$ cat src/design/cpts_pkg.sv
// Shared definitions for the counter/priority task scheduler.
// Field widths, request, status and unit operation codes, and control structs.
// No dependencies.
package cpts_pkg;

  localparam int NUM_SLOTS_DEF    = 64;
  localparam int COUNTER_BITS_DEF = 9;

  localparam int REQ_W   = 2;
  localparam int TIME_W  = 32;
  localparam int SECS_W  = 16;
  localparam int SLOT_W  = 6;
  localparam int PRIO_W  = 8;
  localparam int STAT_W  = 2;
  localparam int MS_W    = 10;
  localparam int PROD_W  = SECS_W + MS_W;
  localparam int IN_W    = REQ_W + TIME_W + SECS_W + SLOT_W + PRIO_W;
  localparam int OUT_W   = 8;

  localparam logic [MS_W-1:0] MS_PER_SEC = MS_W'(1000);

  // Request kinds.
  localparam logic [REQ_W-1:0] REQ_TICK  = 2'd0;
  localparam logic [REQ_W-1:0] REQ_SLEEP = 2'd1;
  localparam logic [REQ_W-1:0] REQ_LOAD  = 2'd2;
  localparam logic [REQ_W-1:0] REQ_EXIT  = 2'd3;

  // Task status.
  localparam logic [STAT_W-1:0] ST_RUN   = 2'd0;
  localparam logic [STAT_W-1:0] ST_SLEEP = 2'd1;
  localparam logic [STAT_W-1:0] ST_EXIT  = 2'd2;

  // Operations of the slot update unit.
  localparam logic [2:0] OP_TICK  = 3'd0;
  localparam logic [2:0] OP_SLEEP = 3'd1;
  localparam logic [2:0] OP_LOAD  = 3'd2;
  localparam logic [2:0] OP_EXIT  = 3'd3;
  localparam logic [2:0] OP_WAKE  = 3'd4;
  localparam logic [2:0] OP_RCH   = 3'd5;

  typedef struct packed {
    logic [2:0] op;
    logic       slot_vld;
    logic       best_found;
  } alu_ctl_t;

  typedef struct packed {
    logic we;
    logic cand;
    logic better;
    logic tick_more;
  } alu_res_t;

endpackage

$ cat src/design/cpts_slot_mem.sv
// Slot table memory: one write port and one registered read port.
// Holds status, counter, priority and wake time of every task slot.
// No dependencies.
module cpts_slot_mem #(
  parameter int DEPTH = 64,
  parameter int WIDTH = 51,
  parameter int AW    = 6
) (
  input  logic             clk,
  input  logic             we,
  input  logic [AW-1:0]    waddr,
  input  logic [WIDTH-1:0] wdata,
  input  logic [AW-1:0]    raddr,
  output logic [WIDTH-1:0] rdata
);

  logic [WIDTH-1:0] mem_r [DEPTH];
  logic [WIDTH-1:0] rdata_r;

  always_ff @(posedge clk) begin
    if (we) begin
      mem_r[waddr] <= wdata;
    end
    rdata_r <= mem_r[raddr];
  end

  assign rdata = rdata_r;

endmodule

$ cat src/design/cpts_slot_alu.sv
// Shared slot update unit: per-entry tick, sleep, load, exit, wake and recharge,
// plus the counter compare used for the best-task search.
// Depends on cpts_pkg.
module cpts_slot_alu #(
  parameter int COUNTER_BITS = cpts_pkg::COUNTER_BITS_DEF
) (
  input  cpts_pkg::alu_ctl_t                                   ctl,
  input  logic [cpts_pkg::STAT_W+COUNTER_BITS+cpts_pkg::PRIO_W+cpts_pkg::TIME_W-1:0] ent_i,
  input  logic [cpts_pkg::TIME_W-1:0]                          now_i,
  input  logic [cpts_pkg::PROD_W-1:0]                          prod_i,
  input  logic [cpts_pkg::PRIO_W-1:0]                          prio_i,
  input  logic [COUNTER_BITS-1:0]                              best_cnt_i,
  output logic [cpts_pkg::STAT_W+COUNTER_BITS+cpts_pkg::PRIO_W+cpts_pkg::TIME_W-1:0] ent_o,
  output cpts_pkg::alu_res_t                                   res_o
);

  localparam int CB    = COUNTER_BITS;
  localparam int SUM_W = ((CB > cpts_pkg::PRIO_W) ? CB : cpts_pkg::PRIO_W) + 1;
  localparam logic [SUM_W-1:0] CNT_MAX = SUM_W'((1 << CB) - 1);

  logic [cpts_pkg::STAT_W-1:0] st, st_n;
  logic [CB-1:0]               cnt, cnt_n;
  logic [cpts_pkg::PRIO_W-1:0] pr, pr_n, prio_fix;
  logic [cpts_pkg::TIME_W-1:0] wk, wk_n;
  logic [SUM_W-1:0]            rch_sum, load_sum;
  logic [CB-1:0]               rch_cnt, load_cnt;
  logic                        tick_more;
  logic                        we;

  assign st = ent_i[cpts_pkg::STAT_W-1:0];
  assign cnt = ent_i[CB+1:2];
  assign pr  = ent_i[CB+9:CB+2];
  assign wk  = ent_i[CB+41:CB+10];

  assign prio_fix  = (prio_i == '0) ? cpts_pkg::PRIO_W'(1) : prio_i;
  assign rch_sum   = SUM_W'(cnt >> 1) + SUM_W'(pr);
  assign load_sum  = SUM_W'(prio_fix);
  assign rch_cnt   = (rch_sum > CNT_MAX) ? CNT_MAX[CB-1:0] : rch_sum[CB-1:0];
  assign load_cnt  = (load_sum > CNT_MAX) ? CNT_MAX[CB-1:0] : load_sum[CB-1:0];
  assign tick_more = ctl.slot_vld && (cnt > CB'(1));

  always_comb begin
    st_n  = st;
    cnt_n = cnt;
    pr_n  = pr;
    wk_n  = wk;
    we    = 1'b0;
    case (ctl.op)
      cpts_pkg::OP_TICK: begin
        we    = ctl.slot_vld;
        cnt_n = tick_more ? (cnt - CB'(1)) : '0;
      end
      cpts_pkg::OP_SLEEP: begin
        we   = 1'b1;
        wk_n = now_i + cpts_pkg::TIME_W'(prod_i);
        st_n = cpts_pkg::ST_SLEEP;
      end
      cpts_pkg::OP_LOAD: begin
        we    = 1'b1;
        st_n  = cpts_pkg::ST_RUN;
        pr_n  = prio_fix;
        cnt_n = load_cnt;
        wk_n  = '0;
      end
      cpts_pkg::OP_EXIT: begin
        we   = 1'b1;
        st_n = cpts_pkg::ST_EXIT;
      end
      cpts_pkg::OP_WAKE: begin
        we = ctl.slot_vld;
        if (ctl.slot_vld && (st != cpts_pkg::ST_EXIT) && (now_i > wk)) begin
          st_n = cpts_pkg::ST_RUN;
        end
      end
      cpts_pkg::OP_RCH: begin
        we    = ctl.slot_vld;
        cnt_n = rch_cnt;
      end
      default: begin
        we = 1'b0;
      end
    endcase
  end

  assign ent_o = {wk_n, pr_n, cnt_n, st_n};

  // The search sees the status and counter as they are after this update.
  assign res_o.we        = we;
  assign res_o.cand      = ctl.slot_vld && (st_n == cpts_pkg::ST_RUN);
  assign res_o.better    = res_o.cand && (!ctl.best_found || (cnt_n > best_cnt_i));
  assign res_o.tick_more = tick_more;

endmodule

$ cat src/design/counter_priority_task_scheduler_unit.sv
// Top level of the counter/priority task scheduler: request sequencer, slot valid bits,
// best-task search registers and output register.
// Depends on cpts_pkg, cpts_slot_mem and cpts_slot_alu.

// One request is worked on at a time; in_tready is high only while the sequencer is idle,
// and a result may still wait in the output register while the next request is taken.
// A load, an exit, or a tick that leaves the counter above zero goes from S_UPD straight to
// S_RES for its result. A request that runs the scheduler sweeps the slot table once
// through the single read port of the slot memory, one slot per cycle, for wake-up and
// selection; when a runnable slot is found but every runnable counter is zero, a second
// sweep recharges the counters and selects again. After reset the state, the current slot,
// the valid bits and out_tvalid are cleared; the slot memory is not, with no clearing pass.
module counter_priority_task_scheduler_unit #(
  parameter int NUM_SLOTS    = cpts_pkg::NUM_SLOTS_DEF,
  parameter int COUNTER_BITS = cpts_pkg::COUNTER_BITS_DEF
) (
  input  logic                       clk,
  input  logic                       rst_n,
  input  logic                       in_tvalid,
  output logic                       in_tready,
  // req_type[1:0], now_ms[33:2], sleep_seconds[49:34], slot[55:50], task_priority[63:56]
  input  logic [cpts_pkg::IN_W-1:0]  in_tdata,
  output logic                       out_tvalid,
  input  logic                       out_tready,
  // next_slot[5:0], switched[6], none_runnable[7]
  output logic [cpts_pkg::OUT_W-1:0] out_tdata
);

  localparam int IDX_W = (NUM_SLOTS > 1) ? $clog2(NUM_SLOTS) : 1;
  localparam int CNT_W = IDX_W + 1;
  localparam int CB    = COUNTER_BITS;
  localparam int ENT_W = cpts_pkg::STAT_W + CB + cpts_pkg::PRIO_W + cpts_pkg::TIME_W;

  localparam logic [2:0] S_IDLE = 3'd0;
  localparam logic [2:0] S_UPD  = 3'd1;
  localparam logic [2:0] S_WAKE = 3'd2;
  localparam logic [2:0] S_RCH  = 3'd3;
  localparam logic [2:0] S_RES  = 3'd4;

  logic [cpts_pkg::REQ_W-1:0]  in_req;
  logic [cpts_pkg::TIME_W-1:0] in_now;
  logic [cpts_pkg::SECS_W-1:0] in_secs;
  logic [cpts_pkg::SLOT_W-1:0] in_slot;
  logic [cpts_pkg::PRIO_W-1:0] in_prio;
  logic [31:0]                 in_slot32;
  logic [IDX_W-1:0]            in_idx;
  logic                        in_inrange;
  logic                        accept;

  logic [2:0]                  state_r, state_nxt;
  logic [cpts_pkg::REQ_W-1:0]  req_r, req_nxt;
  logic [cpts_pkg::TIME_W-1:0] now_r, now_nxt;
  logic [cpts_pkg::PROD_W-1:0] prod_r, prod_nxt;
  logic [cpts_pkg::PRIO_W-1:0] prio_r, prio_nxt;
  logic [IDX_W-1:0]            tgt_r, tgt_nxt;
  logic                        inrange_r, inrange_nxt;
  logic [IDX_W-1:0]            cur_r, cur_nxt;
  logic [NUM_SLOTS-1:0]        valid_r, valid_nxt;
  logic [CNT_W-1:0]            cnt_r, cnt_nxt;
  logic                        proc_vld_r, proc_vld_nxt;
  logic [IDX_W-1:0]            proc_idx_r, proc_idx_nxt;
  logic                        found_r, found_nxt;
  logic [IDX_W-1:0]            best_r, best_nxt;
  logic [CB-1:0]               best_cnt_r, best_cnt_nxt;
  logic [cpts_pkg::SLOT_W-1:0] res_slot_r, res_slot_nxt;
  logic                        res_sw_r, res_sw_nxt;
  logic                        res_none_r, res_none_nxt;
  logic                        out_tvalid_r, out_tvalid_nxt;
  logic [cpts_pkg::OUT_W-1:0]  out_tdata_r, out_tdata_nxt;

  logic                        sweep;
  logic                        issue;
  logic [31:0]                 cur32, best32;
  logic [IDX_W-1:0]            rd_addr, wr_addr;
  logic                        mem_we;
  logic [ENT_W-1:0]            rd_data, alu_ent;
  cpts_pkg::alu_ctl_t          alu_ctl;
  cpts_pkg::alu_res_t          alu_res;

  assign in_req  = in_tdata[1:0];
  assign in_now  = in_tdata[33:2];
  assign in_secs = in_tdata[49:34];
  assign in_slot = in_tdata[55:50];
  assign in_prio = in_tdata[63:56];

  assign in_slot32  = 32'(in_slot);
  assign in_idx     = in_slot32[IDX_W-1:0];
  assign in_inrange = in_slot32 < 32'(NUM_SLOTS);

  assign in_tready = (state_r == S_IDLE);
  assign accept    = in_tvalid && in_tready;

  assign sweep  = (state_r == S_WAKE) || (state_r == S_RCH);
  assign issue  = cnt_r < CNT_W'(NUM_SLOTS);
  assign cur32  = 32'(cur_r);
  assign best32 = 32'(best_r);

  always_comb begin
    if (state_r == S_IDLE) begin
      rd_addr = (in_req == cpts_pkg::REQ_EXIT) ? in_idx : cur_r;
    end else begin
      rd_addr = cnt_r[IDX_W-1:0];
    end
  end

  always_comb begin
    alu_ctl.best_found = found_r;
    if (sweep) begin
      alu_ctl.op       = (state_r == S_WAKE) ? cpts_pkg::OP_WAKE : cpts_pkg::OP_RCH;
      alu_ctl.slot_vld = valid_r[proc_idx_r];
    end else begin
      alu_ctl.slot_vld = valid_r[tgt_r];
      case (req_r)
        cpts_pkg::REQ_TICK:  alu_ctl.op = cpts_pkg::OP_TICK;
        cpts_pkg::REQ_SLEEP: alu_ctl.op = cpts_pkg::OP_SLEEP;
        cpts_pkg::REQ_LOAD:  alu_ctl.op = cpts_pkg::OP_LOAD;
        default:             alu_ctl.op = cpts_pkg::OP_EXIT;
      endcase
    end
  end

  assign wr_addr = sweep ? proc_idx_r : tgt_r;
  assign mem_we  = ((state_r == S_UPD) && alu_res.we && inrange_r) ||
                   (sweep && proc_vld_r && alu_res.we);

  cpts_slot_mem #(
    .DEPTH (NUM_SLOTS),
    .WIDTH (ENT_W),
    .AW    (IDX_W)
  ) u_mem (
    .clk   (clk),
    .we    (mem_we),
    .waddr (wr_addr),
    .wdata (alu_ent),
    .raddr (rd_addr),
    .rdata (rd_data)
  );

  cpts_slot_alu #(
    .COUNTER_BITS (COUNTER_BITS)
  ) u_alu (
    .ctl        (alu_ctl),
    .ent_i      (rd_data),
    .now_i      (now_r),
    .prod_i     (prod_r),
    .prio_i     (prio_r),
    .best_cnt_i (best_cnt_r),
    .ent_o      (alu_ent),
    .res_o      (alu_res)
  );

  always_comb begin
    state_nxt      = state_r;
    req_nxt        = req_r;
    now_nxt        = now_r;
    prod_nxt       = prod_r;
    prio_nxt       = prio_r;
    tgt_nxt        = tgt_r;
    inrange_nxt    = inrange_r;
    cur_nxt        = cur_r;
    valid_nxt      = valid_r;
    cnt_nxt        = cnt_r;
    proc_vld_nxt   = proc_vld_r;
    proc_idx_nxt   = proc_idx_r;
    found_nxt      = found_r;
    best_nxt       = best_r;
    best_cnt_nxt   = best_cnt_r;
    res_slot_nxt   = res_slot_r;
    res_sw_nxt     = res_sw_r;
    res_none_nxt   = res_none_r;
    out_tvalid_nxt = out_tvalid_r;
    out_tdata_nxt  = out_tdata_r;

    if (out_tvalid_r && out_tready) begin
      out_tvalid_nxt = 1'b0;
    end

    case (state_r)
      S_IDLE: begin
        if (accept) begin
          req_nxt  = in_req;
          now_nxt  = in_now;
          prod_nxt = cpts_pkg::PROD_W'(in_secs) * cpts_pkg::PROD_W'(cpts_pkg::MS_PER_SEC);
          prio_nxt = in_prio;
          if ((in_req == cpts_pkg::REQ_LOAD) || (in_req == cpts_pkg::REQ_EXIT)) begin
            tgt_nxt     = in_idx;
            inrange_nxt = in_inrange;
          end else begin
            tgt_nxt     = cur_r;
            inrange_nxt = 1'b1;
          end
          state_nxt = S_UPD;
        end
      end
      S_UPD: begin
        res_slot_nxt = cur32[cpts_pkg::SLOT_W-1:0];
        res_sw_nxt   = 1'b0;
        res_none_nxt = 1'b0;
        cnt_nxt      = '0;
        proc_vld_nxt = 1'b0;
        found_nxt    = 1'b0;
        best_cnt_nxt = '0;
        state_nxt    = S_RES;
        case (req_r)
          cpts_pkg::REQ_TICK: begin
            if (!alu_res.tick_more) begin
              state_nxt = S_WAKE;
            end
          end
          cpts_pkg::REQ_SLEEP: begin
            state_nxt = S_WAKE;
          end
          cpts_pkg::REQ_LOAD: begin
            if (inrange_r) begin
              valid_nxt[tgt_r] = 1'b1;
            end
          end
          default: begin
            state_nxt = S_RES;
          end
        endcase
      end
      S_WAKE, S_RCH: begin
        proc_vld_nxt = issue;
        proc_idx_nxt = cnt_r[IDX_W-1:0];
        if (issue) begin
          cnt_nxt = cnt_r + CNT_W'(1);
        end
        if (proc_vld_r && alu_res.better) begin
          found_nxt    = 1'b1;
          best_nxt     = proc_idx_r;
          best_cnt_nxt = alu_ent[CB+1:2];
        end
        if (!issue && !proc_vld_r) begin
          if ((state_r == S_WAKE) && found_r && (best_cnt_r == '0)) begin
            // Every runnable counter is spent: recharge all valid slots and pick again.
            cnt_nxt      = '0;
            found_nxt    = 1'b0;
            best_cnt_nxt = '0;
            state_nxt    = S_RCH;
          end else begin
            res_sw_nxt = 1'b1;
            if (found_r) begin
              res_slot_nxt = best32[cpts_pkg::SLOT_W-1:0];
              res_none_nxt = 1'b0;
              cur_nxt      = best_r;
            end else begin
              res_slot_nxt = '0;
              res_none_nxt = 1'b1;
            end
            state_nxt = S_RES;
          end
        end
      end
      S_RES: begin
        if (!out_tvalid_r || out_tready) begin
          out_tvalid_nxt = 1'b1;
          out_tdata_nxt  = {res_none_r, res_sw_r, res_slot_r};
          state_nxt      = S_IDLE;
        end
      end
      default: begin
        state_nxt = S_IDLE;
      end
    endcase
  end

  always_ff @(posedge clk) begin
    if (!rst_n) begin
      state_r      <= S_IDLE;
      cur_r        <= '0;
      valid_r      <= '0;
      out_tvalid_r <= 1'b0;
    end else begin
      state_r      <= state_nxt;
      cur_r        <= cur_nxt;
      valid_r      <= valid_nxt;
      out_tvalid_r <= out_tvalid_nxt;
    end
  end

  always_ff @(posedge clk) begin
    req_r       <= req_nxt;
    now_r       <= now_nxt;
    prod_r      <= prod_nxt;
    prio_r      <= prio_nxt;
    tgt_r       <= tgt_nxt;
    inrange_r   <= inrange_nxt;
    cnt_r       <= cnt_nxt;
    proc_vld_r  <= proc_vld_nxt;
    proc_idx_r  <= proc_idx_nxt;
    found_r     <= found_nxt;
    best_r      <= best_nxt;
    best_cnt_r  <= best_cnt_nxt;
    res_slot_r  <= res_slot_nxt;
    res_sw_r    <= res_sw_nxt;
    res_none_r  <= res_none_nxt;
    out_tdata_r <= out_tdata_nxt;
  end

  assign out_tvalid = out_tvalid_r;
  assign out_tdata  = out_tdata_r;

endmodule

$ cat config.mk
export PLATFORM = sky130hd
export DESIGN_NAME = counter_priority_task_scheduler_unit
export DESIGN_NICKNAME = d
export VERILOG_FILES = /design/src/design/cpts_pkg.sv /design/src/design/cpts_slot_mem.sv /design/src/design/cpts_slot_alu.sv /design/src/design/counter_priority_task_scheduler_unit.sv
export SDC_FILE = /design/constraint.sdc
export NUM_CORES = 2
export LEC_CHECK = 0
export BUFFER_PORTS_ARGS = -buffer_cell sky130_fd_sc_hd__buf_2
export CAP_MARGIN = 15
export CORE_ASPECT_RATIO = 0.9
export CORE_MARGIN = 2
export CORE_UTILIZATION = 35
export CTS_CLUSTER_DIAMETER = 150
export DETAILED_ROUTE_END_ITERATION = 16
export PLACE_DENSITY = 0.59
export SLEW_MARGIN = 20
export SYNTH_ARGS = -nofsm -noshare
export SYNTH_HDL_FRONTEND = slang
export SYNTH_SLANG_ARGS = --single-unit
$ cat constraint.sdc
create_clock -name clk -period 20.2 [get_ports clk]
set_clock_uncertainty 0.2 [all_clocks]
set_input_delay 2.02 -clock clk [delete_from_list [all_inputs] [get_ports clk]]
set_output_delay 2.02 -clock clk [all_outputs]
set_load 0.03 [all_outputs]
==> impl_results.md <==
* Outcome: complete, no violations
* Crit path DAT at 7.64 ns
* Reg power frac at 0.471
* Syn_area_per_cell at 20.8 sq um
* Worst-case vdd ir drop at 76.3 uV
* Max_cap viols at 0
* Primary FF master, synth: edfxtp_1
* Pwr Total at 19.4 mW
* Logic pwr share at 0.191
* GR Util met1 at 0.271
* Clk network pwr share at 0.338
* # setup viols final at 0
* Peak Freq at 141 MHz
* Register area share after synthesis at 0.738
* Mux cell area share after synthesis at 0.190
* Setup TNS at 0 ns
* Pwr Density at 120 nW/um^2
* Per-cell routed wire length at 31.5 microns
* First-pass GRT wire length at 557000 microns
* Largest family of logic cells by synthesized area: multiplexers
* Post-synthesis simple-gate area fraction at 0.0188
* M3 GR Usage at 0.0358
* Starting DRT DRC Count at 9229
* RSZ-0062 raised after global routing: no
* Final worst slack at 13.12 ns
* Met2 usage at 0.307
* Layout cell share with drive strength beyond 1 at 0.243
* Seq. cell area at 104000 sq um
* Die area at 408000 sq um
* Syn nets at 7021
* Area of the multi-input gates at 36100 sq um
* Initial Util at 0.351
* Antenna-violating nets left at 0
* Synth Instances at 6769
* Number of global-route vias before repair at 71100
* Die W at 673 microns
* DRC Markers at 0
* Minimum clock period at 7.08 ns
* CTS tree: done
* TritonCTS Buffers at 347
* Clock buffer depth at 4
* Grt peak-use layer: met2
* Largest net degree at the start of global routing at 134
* CP Max Fanout at 61
* Num ports at 78
* Synthesized area at 141000 sq um
* Final critical-path share of the clock period at 0.350
* Net Sw Power at 5.34 mW
* Final Max Slew Viols at 0
* Distinct cells, synth at 77
* Fin. Hold Viols at 0
* Slew margin rel. at 0.203
* Launch point of the worst path: in_tdata[1]
* Clock root buffer: clkbuf_16
* Port Buffers at 77
* Leak at 54.7 nW
* Hold wc startpoint: res_slot_r[5]$_DFFE_PP_
* Rows at 221
* Synth Area in Compound Gates at 0.0169
* Detailed placement HPWL at 214000 microns
* Crit-path slowest cell: buf_4
* Die height at 606 microns
* Final core utilization at 0.401
* Initial antenna violation count at 19
* HP Class: reg -> reg
* Number of flops mapped to enable cells by yosys at 3381
* DR pass1 iterations at 6
* Total gr overflow at 0
* Yosys reg bits at 3506
* # hold bufs at CTS at 0
* Net Sw Frac at 0.275
* Clock sinks at 3506
* Post-CTS Setup Inserts at 0
* Crit path required time at 20.76 ns
* Clock transition at the registers of the reported paths at 0.06 ns
* Area grow syn2layout at 14.4%
* Post-layout net count at 7358
* CP Capture Type: register
* Pint at 14.1 mW
* Slowest stage delay, CP at 0.87 ns
* Cell Chain, Critical Path: buf_2 > nand2_1 > nand2_1 > nand3_1 > o21ai_4 > buf_4 > buf_4 > buf_4 > buf_4 > mux4_2 > mux2i_1 > mux2i_1 > mux2i_1 > mux2i_1
* GP Congestion at 0.806
* FILL cells at 35000
* Setup crit start kind: input pin
* Worst-Margin Slew at 1.20 ns
* Via Count at 71700
* H-tree depth at 5
* Post-Synth XOR/XNOR Area at 0.00317
* # resized after CTS at 0
* CORE AREA at 402000 sq um
* Place WS at 12.03 ns
* Vias per inst at 5.62
* DRT Wirelength at 402000 microns
* Synth async-reset ratio at 0
* Post-synthesis adder-cell area fraction at 0.0193
* R2r startpoint: proc_idx_r[1]$_DFFE_PN_
* Global Route Usage Sum at 0.193
* Clock Latency Late Sink at 0.93 ns
* Ys Warns at 0
* Critical path class: in -> reg
power groups by stage:
stage,Sequential (mW),Clock [mW],Combinational (mW)
finish,9.13,6.55,3.71
floorplan,9.29,0,2.45
CTS,9.13,6.64,3.71
global route,9.14,6.91,4.03
global placement,9.28,0,3.56
detailed placement,9.28,0,3.70
metal layers:
metal	routed length (microns)	vias up
met4	11300	10
met5	57	-
met3	33900	629
li1	-	28600
met2	189000	3310
met1	168000	39200
through the flow:
step                hold slack (ns)  instances  cell area, sq um
floorplan                     0.200       6769            141000
global placement              0.209      12100            150000
detailed placement            0.205      12100            150000
CTS                           0.219      12800            161000
global route                  0.222      12800            161000
finish                        0.219      12800            161000
critical path: cells and delay by family:
kind | cells | cell delay, ns
AO/OA/AOI/OAI | 1 | 0.26
buffers and inverters | 5 | 3.41
multiplexers | 5 | 1.28
AND/OR/NAND/NOR | 3 | 0.50
cells in the mapped netlist (83+ instances only):
library cell,number,share of area
nand2_1,113,0.0030
clkbuf_1,131,0.0035
mux2i_1,796,0.057
mux4_2,829,0.13
dfxtp_1,125,0.018
buf_2,108,0.0038
nor2_1,166,0.0044
a21oi_1,96,0.0034
inv_1,149,0.0040
buf_1,83,0.0022
ha_1,128,0.011
edfxtp_1,3381,0.72
cell usage in the layout, fill, tap and decap left out, drive strengths merged, types with 12 or more instances in the layout:
| cell type | Yosys | routed |
|---|---|---|
| and3 | 12 | 12 |
| dfxtp | 125 | 125 |
| bufinv | 0 | 33 |
| a31oi | 12 | 12 |
| edfxtp | 3381 | 3381 |
| inv | 150 | 162 |
| nand3 | 71 | 71 |
| o21a | 43 | 43 |
| mux4 | 830 | 830 |
| nand2 | 113 | 113 |
| xor2 | 19 | 19 |
| nor2 | 166 | 166 |
| nor3 | 38 | 38 |
| clkbuf | 131 | 458 |
| mux2 | 13 | 13 |
| a21oi | 96 | 96 |
| clkinvlp | 0 | 13 |
| a21o | 24 | 24 |
| ha | 128 | 128 |
| o31ai | 13 | 13 |
| clkinv | 1 | 128 |
| nor2b | 61 | 61 |
| o21ai | 80 | 80 |
| mux2i | 796 | 796 |
| or2 | 14 | 14 |
| buf | 197 | 316 |
| a211oi | 16 | 16 |
| fa | 56 | 56 |
| xnor2 | 32 | 32 |
| and2 | 12 | 12 |
worst paths after layout:
path	endpoint	cells past startpoint	slack, ns
max	u_mem.rdata[31]$_DFF_P_	14	13.12
min reg2reg	out_tdata[5]$_DFFE_PP_	0	0.22
max reg2reg	u_mem.mem_r[41][2]$_DFFE_PP_	9	13.15
min	out_tdata[5]$_DFFE_PP_	0	0.22
layout make-up:
cell class | count | area share
Sequential cell | 3506 | 0.645
Multi-Input combinational cell | 2784 | 0.224
Clock buffer | 458 | 0.0585
Tap cell | 5352 | 0.0415
Timing Repair Buffer | 316 | 0.0150
Clock inverter | 185 | 0.0128
Inverter | 151 | 0.00354
Antenna cell | 5 | 0.0000776
state kept, by name (all words and copies together), names as in the netlist, 2 cells and up:
signal / cells
state_r: 3
u_mem.mem_r: 3264
tgt_r: 6
req_r: 2
cnt_r: 7
proc_idx_r: 6
best_cnt_r: 9
res_slot_r: 6
out_tdata: 8
valid_r: 64
prio_r: 8
best_r: 6
now_r: 32
cur_r: 6
u_mem.rdata: 51
prod_r: 23
logic make-up (layout without fill, tap and decap cells):
group	Yosys count	in the layout
muxes	1639	1639
DFF	3506	3506
xor gates and xnor gates	51	51
other	0	5
AOI/OAI and AO/OA	363	363
adders and majority gates	184	184
and+or+nand+nor	547	547
buffers and inverters	479	1110
Power figures use the tool's default switching activity.
